### src/sv/cfdf_pkg.sv
`timescale 1ns / 1ps
// ----------------------------------------------------------------------------
// cfdf_pkg
// Shared types, constants and the byte-wide CRC16 step for the framed
// byte stream deframer.
// ----------------------------------------------------------------------------
package cfdf_pkg;

    localparam int unsigned MAX_FRAME_BYTES = 256;
    localparam int unsigned FRAME_OVERHEAD  = 16;
    localparam int unsigned HEADER_BYTES    = 12;
    localparam logic [16:0] MAX_PAYLOAD     = 17'(MAX_FRAME_BYTES - FRAME_OVERHEAD);

    localparam logic [7:0]  SOF_FIRST  = 8'hAA;
    localparam logic [7:0]  SOF_SECOND = 8'h55;
    localparam logic [15:0] CRC_POLY   = 16'h1021;
    localparam logic [15:0] CRC_INIT   = 16'hFFFF;

    // Event codes carried on event_kind
    localparam logic [2:0] EV_PAYLOAD = 3'd0;
    localparam logic [2:0] EV_GOOD    = 3'd1;
    localparam logic [2:0] EV_CRC     = 3'd2;
    localparam logic [2:0] EV_VERSION = 3'd3;
    localparam logic [2:0] EV_LENGTH  = 3'd4;

    // Configuration register indexes
    localparam logic CFG_EXPECTED_VERSION = 1'b0;
    localparam logic CFG_GAP_CHECKED_TYPE = 1'b1;

    typedef enum logic [2:0] {
        PH_SOF1 = 3'd0,
        PH_SOF2 = 3'd1,
        PH_HDR  = 3'd2,
        PH_PAY  = 3'd3,
        PH_CRC1 = 3'd4,
        PH_CRC2 = 3'd5
    } phase_t;

    typedef struct packed {
        logic [2:0]  event_kind;
        logic [7:0]  data_byte;
        logic [7:0]  frame_type;
        logic [15:0] payload_length;
        logic [31:0] sequence_number;
        logic [31:0] timestamp_ms;
        logic        seq_gap;
        logic [31:0] crc_error_total;
        logic [31:0] gap_total;
        logic [31:0] version_error_total;
        logic [31:0] length_error_total;
    } res_t;

    // CRC16-CCITT-FALSE over one byte, MSB first
    function automatic logic [15:0] crc_add(input logic [15:0] c_in, input logic [7:0] b);
        logic [15:0] c;
        c = c_in ^ {b, 8'h00};
        for (int k = 0; k < 8; k++)
        begin
            if (c[15])
                c = {c[14:0], 1'b0} ^ CRC_POLY;
            else
                c = {c[14:0], 1'b0};
        end
        return c;
    endfunction

endpackage

### src/sv/cfdf_parser.sv
`timescale 1ns / 1ps
// ----------------------------------------------------------------------------
// cfdf_parser
// Frame parser state: start-byte hunt, header capture, payload pass-through,
// CRC check, sequence gap check and error counters. One byte per step.
// ----------------------------------------------------------------------------
module cfdf_parser (
    input  logic              clk,
    input  logic              rst_n,
    input  logic              step,
    input  logic [7:0]        byte_in,
    input  logic [7:0]        expected_version,
    input  logic [7:0]        gap_checked_type,
    output logic              emit,
    output cfdf_pkg::res_t    res
);
    import cfdf_pkg::*;

    phase_t      phase_reg, phase_next;
    logic [3:0]  header_count_reg, header_count_next;
    logic [15:0] payload_count_reg, payload_count_next;
    logic [15:0] length_reg, length_next;
    logic [7:0]  version_reg, version_next;
    logic [7:0]  type_reg, type_next;
    logic [31:0] sequence_reg, sequence_next;
    logic [31:0] time_reg, time_next;
    logic [15:0] crc_reg, crc_next;
    logic [7:0]  crc_low_reg, crc_low_next;
    logic [31:0] last_seq_reg, last_seq_next;
    logic        last_seq_valid_reg, last_seq_valid_next;
    logic [31:0] crc_err_reg, crc_err_next;
    logic [31:0] gap_cnt_reg, gap_cnt_next;
    logic [31:0] ver_err_reg, ver_err_next;
    logic [31:0] len_err_reg, len_err_next;

    logic [15:0] crc_step;
    logic [2:0]  kind;
    logic [7:0]  data_out;
    logic        gap;

    assign crc_step = crc_add(crc_reg, byte_in);

    always_comb
    begin
        phase_next          = phase_reg;
        header_count_next   = header_count_reg;
        payload_count_next  = payload_count_reg;
        length_next         = length_reg;
        version_next        = version_reg;
        type_next           = type_reg;
        sequence_next       = sequence_reg;
        time_next           = time_reg;
        crc_next            = crc_reg;
        crc_low_next        = crc_low_reg;
        last_seq_next       = last_seq_reg;
        last_seq_valid_next = last_seq_valid_reg;
        crc_err_next        = crc_err_reg;
        gap_cnt_next        = gap_cnt_reg;
        ver_err_next        = ver_err_reg;
        len_err_next        = len_err_reg;
        emit                = 1'b0;
        kind                = EV_PAYLOAD;
        data_out            = 8'h00;
        gap                 = 1'b0;

        unique case (phase_reg)
            PH_SOF1:
            begin
                if (byte_in == SOF_FIRST)
                    phase_next = PH_SOF2;
            end
            PH_SOF2:
            begin
                // a repeated first start byte keeps the hunt armed
                if (byte_in == SOF_SECOND)
                begin
                    header_count_next = 4'd0;
                    crc_next          = CRC_INIT;
                    phase_next        = PH_HDR;
                end
                else if (byte_in != SOF_FIRST)
                    phase_next = PH_SOF1;
            end
            PH_HDR:
            begin
                crc_next = crc_step;
                unique case (header_count_reg)
                    4'd0:    version_next         = byte_in;
                    4'd1:    type_next            = byte_in;
                    4'd2:    length_next[7:0]     = byte_in;
                    4'd3:    length_next[15:8]    = byte_in;
                    4'd4:    sequence_next[7:0]   = byte_in;
                    4'd5:    sequence_next[15:8]  = byte_in;
                    4'd6:    sequence_next[23:16] = byte_in;
                    4'd7:    sequence_next[31:24] = byte_in;
                    4'd8:    time_next[7:0]       = byte_in;
                    4'd9:    time_next[15:8]      = byte_in;
                    4'd10:   time_next[23:16]     = byte_in;
                    4'd11:   time_next[31:24]     = byte_in;
                    default: ;
                endcase
                header_count_next = header_count_reg + 4'd1;
                if (header_count_reg >= 4'(HEADER_BYTES - 1))
                begin
                    priority if (version_next != expected_version)
                    begin
                        ver_err_next       = ver_err_reg + 32'd1;
                        phase_next         = PH_SOF1;
                        header_count_next  = 4'd0;
                        payload_count_next = 16'd0;
                        emit               = 1'b1;
                        kind               = EV_VERSION;
                    end
                    else if ({1'b0, length_next} > MAX_PAYLOAD)
                    begin
                        len_err_next       = len_err_reg + 32'd1;
                        phase_next         = PH_SOF1;
                        header_count_next  = 4'd0;
                        payload_count_next = 16'd0;
                        emit               = 1'b1;
                        kind               = EV_LENGTH;
                    end
                    else
                    begin
                        payload_count_next = 16'd0;
                        phase_next = (length_next == 16'd0) ? PH_CRC1 : PH_PAY;
                    end
                end
            end
            PH_PAY:
            begin
                crc_next           = crc_step;
                payload_count_next = payload_count_reg + 16'd1;
                if (payload_count_next == length_reg)
                    phase_next = PH_CRC1;
                emit     = 1'b1;
                kind     = EV_PAYLOAD;
                data_out = byte_in;
            end
            PH_CRC1:
            begin
                crc_low_next = byte_in;
                phase_next   = PH_CRC2;
            end
            PH_CRC2:
            begin
                phase_next         = PH_SOF1;
                header_count_next  = 4'd0;
                payload_count_next = 16'd0;
                emit               = 1'b1;
                if ({byte_in, crc_low_reg} != crc_reg)
                begin
                    crc_err_next = crc_err_reg + 32'd1;
                    kind         = EV_CRC;
                end
                else
                begin
                    kind = EV_GOOD;
                    if (type_reg == gap_checked_type)
                    begin
                        if (last_seq_valid_reg && sequence_reg != (last_seq_reg + 32'd1)
                            && sequence_reg != 32'd0)
                        begin
                            gap          = 1'b1;
                            gap_cnt_next = gap_cnt_reg + 32'd1;
                        end
                        last_seq_next       = sequence_reg;
                        last_seq_valid_next = 1'b1;
                    end
                end
            end
            default:
            begin
                // unused phase code: drop the beat and hunt again
                phase_next         = PH_SOF1;
                header_count_next  = 4'd0;
                payload_count_next = 16'd0;
            end
        endcase
    end

    // Results carry the state as it stands after this beat
    always_comb
    begin
        res.event_kind          = kind;
        res.data_byte           = data_out;
        res.frame_type          = type_next;
        res.payload_length      = length_next;
        res.sequence_number     = sequence_next;
        res.timestamp_ms        = time_next;
        res.seq_gap             = gap;
        res.crc_error_total     = crc_err_next;
        res.gap_total           = gap_cnt_next;
        res.version_error_total = ver_err_next;
        res.length_error_total  = len_err_next;
    end

    always_ff @(posedge clk or negedge rst_n)
    begin
        if (!rst_n)
        begin
            phase_reg          <= PH_SOF1;
            header_count_reg   <= 4'd0;
            payload_count_reg  <= 16'd0;
            length_reg         <= 16'd0;
            version_reg        <= 8'd0;
            type_reg           <= 8'd0;
            sequence_reg       <= 32'd0;
            time_reg           <= 32'd0;
            crc_reg            <= CRC_INIT;
            crc_low_reg        <= 8'd0;
            last_seq_reg       <= 32'd0;
            last_seq_valid_reg <= 1'b0;
            crc_err_reg        <= 32'd0;
            gap_cnt_reg        <= 32'd0;
            ver_err_reg        <= 32'd0;
            len_err_reg        <= 32'd0;
        end
        else if (step)
        begin
            phase_reg          <= phase_next;
            header_count_reg   <= header_count_next;
            payload_count_reg  <= payload_count_next;
            length_reg         <= length_next;
            version_reg        <= version_next;
            type_reg           <= type_next;
            sequence_reg       <= sequence_next;
            time_reg           <= time_next;
            crc_reg            <= crc_next;
            crc_low_reg        <= crc_low_next;
            last_seq_reg       <= last_seq_next;
            last_seq_valid_reg <= last_seq_valid_next;
            crc_err_reg        <= crc_err_next;
            gap_cnt_reg        <= gap_cnt_next;
            ver_err_reg        <= ver_err_next;
            len_err_reg        <= len_err_next;
        end
    end

    // A payload beat only arrives while fewer than the declared bytes are in
    assert property (@(posedge clk) disable iff (!rst_n)
        step && phase_reg == PH_PAY |-> payload_count_reg < length_reg)
        else $error("payload count overran declared length");

    // Header index never runs past the header while in the header phase
    assert property (@(posedge clk) disable iff (!rst_n)
        phase_reg == PH_HDR |-> header_count_reg < 4'(HEADER_BYTES))
        else $error("header index out of range");

    // A gap is only flagged on a good frame
    assert property (@(posedge clk) disable iff (!rst_n)
        step && gap |-> emit && kind == EV_GOOD)
        else $error("sequence gap outside a good frame");

endmodule

### src/sv/crc_checked_frame_deframer_unit.sv
`timescale 1ns / 1ps
// ----------------------------------------------------------------------------
// crc_checked_frame_deframer_unit
// Byte-serial deframer for AA 55 framed packets with a 12-byte header and a
// CRC16-CCITT-FALSE trailer.
// ----------------------------------------------------------------------------
// Takes one received byte per beat, one beat per clock when the output side
// keeps up. A byte is captured in an input register, parsed once the result
// register is free or draining, and any event it raises is then registered
// in the result register that drives the outputs. Header
// bytes, start bytes and the low CRC byte raise no event; each payload byte
// and each end of frame or header error raises exactly one. Configuration
// writes take effect on the next clock and belong between frames.
// ----------------------------------------------------------------------------
module crc_checked_frame_deframer_unit (
    input  logic        clk,
    input  logic        rst_n,
    input  logic        cfg_write,
    input  logic        cfg_index,
    input  logic [7:0]  cfg_data,
    input  logic        in_valid,
    output logic        in_ready,
    input  logic [7:0]  rx_byte,
    output logic        out_valid,
    input  logic        out_ready,
    output logic [2:0]  event_kind,
    output logic [7:0]  data_byte,
    output logic [7:0]  frame_type,
    output logic [15:0] payload_length,
    output logic [31:0] sequence_number,
    output logic [31:0] timestamp_ms,
    output logic        seq_gap,
    output logic [31:0] crc_error_total,
    output logic [31:0] gap_total,
    output logic [31:0] version_error_total,
    output logic [31:0] length_error_total
);
    import cfdf_pkg::*;

    logic [7:0] exp_version_reg, exp_version_next;
    logic [7:0] gap_type_reg, gap_type_next;
    logic [7:0] byte_reg;
    logic       byte_valid_reg, byte_valid_next;
    logic       res_valid_reg, res_valid_next;
    res_t       res_reg;
    res_t       parse_res;
    logic       parse_emit;
    logic       advance;

    // Parse the held byte whenever the result register is free or draining
    assign advance  = byte_valid_reg && (!res_valid_reg || out_ready);
    assign in_ready = !byte_valid_reg || advance;

    cfdf_parser u_parser (
        .clk              (clk),
        .rst_n            (rst_n),
        .step             (advance),
        .byte_in          (byte_reg),
        .expected_version (exp_version_reg),
        .gap_checked_type (gap_type_reg),
        .emit             (parse_emit),
        .res              (parse_res)
    );

    always_comb
    begin
        exp_version_next = exp_version_reg;
        gap_type_next    = gap_type_reg;
        if (cfg_write)
        begin
            unique case (cfg_index)
                CFG_EXPECTED_VERSION: exp_version_next = cfg_data;
                CFG_GAP_CHECKED_TYPE: gap_type_next    = cfg_data;
                default: ;
            endcase
        end
    end

    always_comb
    begin
        byte_valid_next = byte_valid_reg;
        if (in_valid && in_ready)
            byte_valid_next = 1'b1;
        else if (advance)
            byte_valid_next = 1'b0;

        res_valid_next = res_valid_reg;
        if (advance)
            res_valid_next = parse_emit;
        else if (out_ready)
            res_valid_next = 1'b0;
    end

    always_ff @(posedge clk or negedge rst_n)
    begin
        if (!rst_n)
        begin
            exp_version_reg <= 8'd1;
            gap_type_reg    <= 8'd1;
            byte_valid_reg  <= 1'b0;
            res_valid_reg   <= 1'b0;
        end
        else
        begin
            exp_version_reg <= exp_version_next;
            gap_type_reg    <= gap_type_next;
            byte_valid_reg  <= byte_valid_next;
            res_valid_reg   <= res_valid_next;
        end
    end

    // Payload registers: load on capture only
    always_ff @(posedge clk)
    begin
        if (in_valid && in_ready)
            byte_reg <= rx_byte;
        if (advance && parse_emit)
            res_reg <= parse_res;
    end

    assign out_valid           = res_valid_reg;
    assign event_kind          = res_reg.event_kind;
    assign data_byte           = res_reg.data_byte;
    assign frame_type          = res_reg.frame_type;
    assign payload_length      = res_reg.payload_length;
    assign sequence_number     = res_reg.sequence_number;
    assign timestamp_ms        = res_reg.timestamp_ms;
    assign seq_gap             = res_reg.seq_gap;
    assign crc_error_total     = res_reg.crc_error_total;
    assign gap_total           = res_reg.gap_total;
    assign version_error_total = res_reg.version_error_total;
    assign length_error_total  = res_reg.length_error_total;

    // An empty result stage never stalls the input side
    assert property (@(posedge clk) disable iff (!rst_n)
        !res_valid_reg |-> in_ready)
        else $error("input stalled with result stage empty");

    // Only payload beats carry a data byte
    assert property (@(posedge clk) disable iff (!rst_n)
        out_valid && event_kind != EV_PAYLOAD |-> data_byte == 8'h00)
        else $error("data byte set on a non-payload event");

    // Payload beats only come from frames with an accepted length
    assert property (@(posedge clk) disable iff (!rst_n)
        out_valid && event_kind == EV_PAYLOAD |->
            payload_length != 16'd0 && {1'b0, payload_length} <= MAX_PAYLOAD)
        else $error("payload beat from a rejected header");

    // Event codes stay within the defined set
    assert property (@(posedge clk) disable iff (!rst_n)
        out_valid |-> event_kind <= EV_LENGTH)
        else $error("undefined event code");

endmodule

### config.mk
export PLATFORM = sky130hd
export DESIGN_NAME = crc_checked_frame_deframer_unit
export DESIGN_NICKNAME = d
export VERILOG_FILES = /design/src/sv/cfdf_pkg.sv /design/src/sv/cfdf_parser.sv /design/src/sv/crc_checked_frame_deframer_unit.sv
export SDC_FILE = /design/constraint.sdc
export NUM_CORES = 1
export LEC_CHECK = 0
export BUFFER_PORTS_ARGS = -buffer_cell sky130_fd_sc_hd__buf_2
export CAP_MARGIN = 15
export CORE_MARGIN = 4
export CORE_UTILIZATION = 55
export DETAILED_ROUTE_END_ITERATION = 7
export MAX_ROUTING_LAYER = met4
export PLACE_DENSITY = 0.84
export SLEW_MARGIN = 20
export SYNTH_ARGS = -nofsm -noshare
export SYNTH_HDL_FRONTEND = slang
export SYNTH_SLANG_ARGS = --single-unit
### constraint.sdc
create_clock -name clk -period 30.6 [get_ports clk]
set_clock_uncertainty 0.2 [all_clocks]
set_input_delay 3.06 -clock clk [delete_from_list [all_inputs] [get_ports clk]]
set_output_delay 3.06 -clock clk [all_outputs]
set_load 0.01 [all_outputs]
Yosys cells after proc, flatten, opt, wreduce, memory -nomap -nowiden
Cells that the tools add are included.
Word-level totals
  logic and storage cells: 187
  bits of input ports: 22
  register bits: 558
  output and inout bits: 230
Cells by class
  equality and inequality tests: 29
  magnitude comparators: 2
  muxes and demuxes: 72
  reduce and logical (&&, ||, !) cells: 30
  $add $sub $neg: 7
  bitwise operators: 15
Operators with widths (number)
  32-bit two-way mux: 15
  32-bit by 1-bit adder with 32-bit output, second input constant: 5
  8-bit two-way mux: 16
  13-bit two-way mux: 8
  16-bit two-way mux: 3
  16-bit case mux with 3 select lines: 1
  3-bit two-way mux: 11
  32-bit != test: 1
  16-bit case mux with 2 select lines: 1
  32-bit nonzero test: 1
  3-bit inverter: 8
  16-bit by 1-bit adder with 16-bit output, second input constant: 1
  16-bit == test: 1
  4-bit by 3-bit == test with 1-bit output, second input constant: 4
  4-bit == test, second input constant: 4
  16-bit by 8-bit > comparator with 1-bit output, second input constant: 1
  16-bit logical NOT: 1
  4-bit two-way mux: 4
  16-bit != test: 1
  16-bit bitwise XOR: 1
  3-bit case mux with 5 select lines: 1
  4-bit case mux with 3 select lines: 1
  3-bit AND reduction: 3
  3-bit OR reduction: 3
  other kinds (29): 59

Logic depth before layout (Yosys ltp)
  depth in word-level cells: 18
  gate-level depth with buffers: 13
  mapped depth without buffers: 10

Modules after synthesis
Synthesis repeated with hierarchy kept, for this count alone.
Second synthesis, totals
  cell total of the unflattened synthesis: 2257
  area total of the unflattened synthesis: 26218.9 µm²
Modules (own cells, without submodules)
  cfdf_parser: area each 18391.4 µm², seq. area each 7627.3 µm², times used 1, cells an instance 1976
  crc_checked_frame_deframer_unit: area each 7827.5 µm², seq. area each 7539.7 µm², times used 1, cells an instance 281

Least setup slack after synthesis
Ideal clock, no wire load.
  path type: input-to-reg
  start point: input out_ready
  end point: register res_valid_reg (netlist: out_valid)
  setup slack: 14.616 ns
  stages on the path: 6
  arrival: 15.647 ns
  buffers on the path: 2
  setup time: 0.137 ns
  path through: nand2b_1 -> nand2_1 -> clkbuf_1 -> clkbuf_1 -> a21oi_1 -> or2_2
Between the ends
  cells in the longest elaborated chain, start to end: 3
Ends and longest elaborated chain
  start, declared: line crc_checked_frame_deframer_unit.sv:25  | input logic out_ready,
  1-bit logical OR: line crc_checked_frame_deframer_unit.sv:51  | assign advance = byte_valid_reg && (!res_valid_reg || out_ready);
  1-bit logical AND: line crc_checked_frame_deframer_unit.sv:51
  1-bit two-way mux: line crc_checked_frame_deframer_unit.sv:88  | if (advance)
  via res_valid_next: line crc_checked_frame_deframer_unit.sv:44  | logic res_valid_reg, res_valid_next;
  end signal, assigned: line crc_checked_frame_deframer_unit.sv:108  | res_valid_reg <= res_valid_next;
  end, declared: line crc_checked_frame_deframer_unit.sv:44
The timed path passes the listed nets, and every way through them passes these cells.
A chain may end at the register's enable or synchronous reset.

Worst setup path after layout
  start point: input out_ready
  end point: output in_ready
Between the ends
  cells in the longest elaborated chain, start to end: 3
Ends and longest elaborated chain
  1-bit logical OR: line crc_checked_frame_deframer_unit.sv:51
  1-bit logical AND: line crc_checked_frame_deframer_unit.sv:51
  1-bit logical OR: line crc_checked_frame_deframer_unit.sv:52  | assign in_ready = !byte_valid_reg || advance;
  end, declared: line crc_checked_frame_deframer_unit.sv:22  | output logic in_ready,
No other way between the ends.

==> results.sh <==
export IMPL_final_setup_tns_ns=0
export IMPL_report_final_slew_viol_count=0
export IMPL_grt_pass1_wl_um=98880
export IMPL_grt_pass1_vias=18212
export IMPL_crit_top_cell="buf_2"
export IMPL_cts_buffers=56
export IMPL_routed_via_density=5.878
export IMPL_syn2layout_area_growth_pct=14.23
export IMPL_p_per_area_mw_per_mm2=70.42
export IMPL_num_vias=18746
export IMPL_synth_area_leaders="dfrtp_1 (29%), edfxtp_1 (27%), mux2_2 (7.3%)"
export IMPL_cts_buffer_depth=3
export IMPL_clockRootBuffer="clkbuf_16"
export IMPL_hp_class="reg -> reg"
export IMPL_coreArea_mm2=0.04765
export IMPL_drtAntennaViolNets=0
export IMPL_regToRegSetupSlack_ns=25.71
export IMPL_crit_family="buffers and inverters"
export IMPL_start_util=0.5563
export IMPL_die_y_um=227.5
export IMPL_critPathMaxFanout=3
export IMPL_fmax_mhz=146.2
export IMPL_cts_resized=0
export IMPL_io_buffers=251
export IMPL_hold_viol=0
export IMPL_cts_htree_levels=2
export IMPL_path_clk_slew_ns=0.06
export IMPL_cts_tree="yes"
export IMPL_slew_headroom=0.3021
export IMPL_synth_top_cell_by_area="dfrtp_1"
export IMPL_grt_max_degree=200
export IMPL_syn_avg_cell_area_um2=11.46
export IMPL_drive_gt1_frac=0.2300
export IMPL_period_minus_slack_ns=6.839
export IMPL_crit_path_top_delay_cell="nor2b_1"
export IMPL_peakVddDrop_mv=0.07450
export IMPL_antenna_found_initial=6
export IMPL_hpwl_um=42150
export IMPL_cts_setup_buffers=0
export IMPL_synth_edf_count=236
export IMPL_gp_congestion=0.9436
export IMPL_yosysSeqAreaShare=0.5723
export IMPL_ioPinCount=252
export IMPL_critPathMaxStageDelay_ns=0.16
export IMPL_detailedPlace_worstSlack_ns=23.76
export IMPL_die_w_um=227.5
export IMPL_cts_sinks=558
export IMPL_path_class="in -> out"
export IMPL_first_pass_iters=7
export IMPL_synth_distinct_cells=69
export IMPL_syn_area_mm2=0.02650
export IMPL_wl_per_cell_um=19.88
export IMPL_max_cap_violations=0
export IMPL_tightest_slew_ns=1.038
export IMPL_cp_cell_sequence="buf_2 -> nor2b_1 -> nand2_1 -> buf_2"
export IMPL_required_ns=27.34
export IMPL_synth_seq_cells=558
export IMPL_synth_top_cell_area_share=0.2870
export IMPL_worst_setup_path_end_kind="output port"
export IMPL_wirelength_um=63390
export IMPL_track_usage=0.2470
export IMPL_finalCritPeriodShare=0.2235
export IMPL_async_flop_share=0.5771
export IMPL_synthesis_nets=2345
export IMPL_status="finished, final reports clean"
export IMPL_finalSetupViolCount=0
export IMPL_drt_initial_drc_count=2054
export IMPL_synth_flop_cell="dfrtp_1"
export IMPL_drc_errors=0
export IMPL_hold_buffers=0
export IMPL_grt_overflow_total=0
export IMPL_ys_warn_count=0
export IMPL_crit_path_start_kind="input port"
export IMPL_syn_inst=2313
export IMPL_clk_latency_ns=0.61
export IMPL_num_rows=80
export IMPL_fin_ws_ns=23.76
export IMPL_rsz0062_at_grt="no"
export IMPL_die_area_mm2=0.05177
export IMPL_arrival_ns=3.58
export IMPL_nets=2554
export IMPL_cp_num_buf_inv=2
export IMPL_cellLeakagePower_nw=13.48
synth_stat cells, drive strengths merged (20+ instances only):
cell,instances
clkbuf,103
xor2,166
inv,22
o21ai,46
a21oi,23
or4,20
mux2,171
edfxtp,236
nor4,62
nor3,68
dfrtp,304
nand3,103
and3,51
nor2,101
xnor2,181
buf,23
nand4,58
nand2,362
a31oi,22
cells by family (layout without fill, tap and decap cells):
group | count (synthesis) | after routing | synth area share
buf+inv | 148 | 405 | 0.02238
fa+ha+maj | 10 | 10 | 0.004721
xor+xnor | 347 | 347 | 0.1155
simple gates | 901 | 901 | 0.1675
mux | 182 | 182 | 0.07681
flops | 558 | 558 | 0.5723
other cells | 0 | 4 | 0
compound gates | 167 | 167 | 0.04084
path summary, 6_finish.rpt:
kind / end / startpoint / cells after the start
max in group asynchronous: u_parser.len_err_reg[10] / rst_n / 2
hold reg to reg: u_parser.last_seq_valid_reg / u_parser.last_seq_valid_reg / 1
min in group asynchronous: u_parser.sequence_reg[16] / rst_n / 1
setup reg to reg: timestamp_ms[18] / byte_reg[2] / 10
setup / recovery: in_ready / out_ready / 4
hold / removal: u_parser.last_seq_valid_reg / u_parser.last_seq_valid_reg / 1
routing by layer:
layer / up-vias / GRT usage / part of all wire
met1: 9295 / 0.3295 / 0.42
met3: 121 / 0.04255 / 0.069
met5: - / - / 0
met4: 0 / 0.06949 / 0.027
met2: 702 / 0.3958 / 0.49
li1: 8628 / - / -
placed cells by master, fill, tap and decap left out, types with 12 or more instances in the layout:
cell type | Yosys | final
a211oi_1 | 16 | 15
a21oi_1 | 22 | 21
a31oi_1 | 22 | 22
and3_1 | 51 | 51
buf_2 | 14 | 250
buf_4 | 3 | 22
clkbuf_16 | 0 | 57
dfrtp_1 | 304 | 304
dfstp_2 | 18 | 18
edfxtp_1 | 236 | 236
inv_1 | 22 | 22
mux2_2 | 171 | 171
nand2_1 | 362 | 361
nand3_1 | 102 | 102
nand4_1 | 58 | 58
nor2_1 | 101 | 100
nor3_1 | 68 | 67
nor4_1 | 53 | 53
o21ai_0 | 46 | 46
o31ai_1 | 16 | 16
or3_1 | 12 | 12
or4_1 | 18 | 18
xnor2_1 | 178 | 178
xor2_1 | 166 | 166
stage by stage:
step | power [mW] | utilization | std cells | hold slack [ns] | cell area, um^2
3_5_place_dp | 1.416 | 0.5931 | 3077 | 0.2476 | 28260
3_3_place_gp | 1.397 | 0.5931 | 3077 | 0.2512 | 28260
4_1_cts | 2.142 | 0.6338 | 3183 | 0.2714 | 30200
2_1_floorplan | 1.288 | - | 2313 | 0.2324 | 26500
6_report | 2.132 | 0.6355 | 3189 | 0.2699 | 30280
5_1_grt | 2.228 | 0.6355 | 3189 | 0.2945 | 30280
cell type report:
cell class / count / area, um^2
antenna: 4 / 10.01
multi-input combinational: 1607 / 10790
clock buffer: 73 / 1536
sequential: 558 / 15170
timing repair buffer: 277 / 1518
fill: 3551 / 17370
clock inverter: 33 / 405.4
tap: 615 / 769.5
inverter: 22 / 82.58
power breakdown:
| group | internal [mW] | leakage (nW) | switching, mW |
|---|---|---|---|
| logic | 0.164 | 6.00 | 0.265 |
| registers | 0.912 | 6.53 | 0.0688 |
| clock network | 0.430 | 0.949 | 0.292 |
Note: power is estimated with default switching activity, not from simulation.
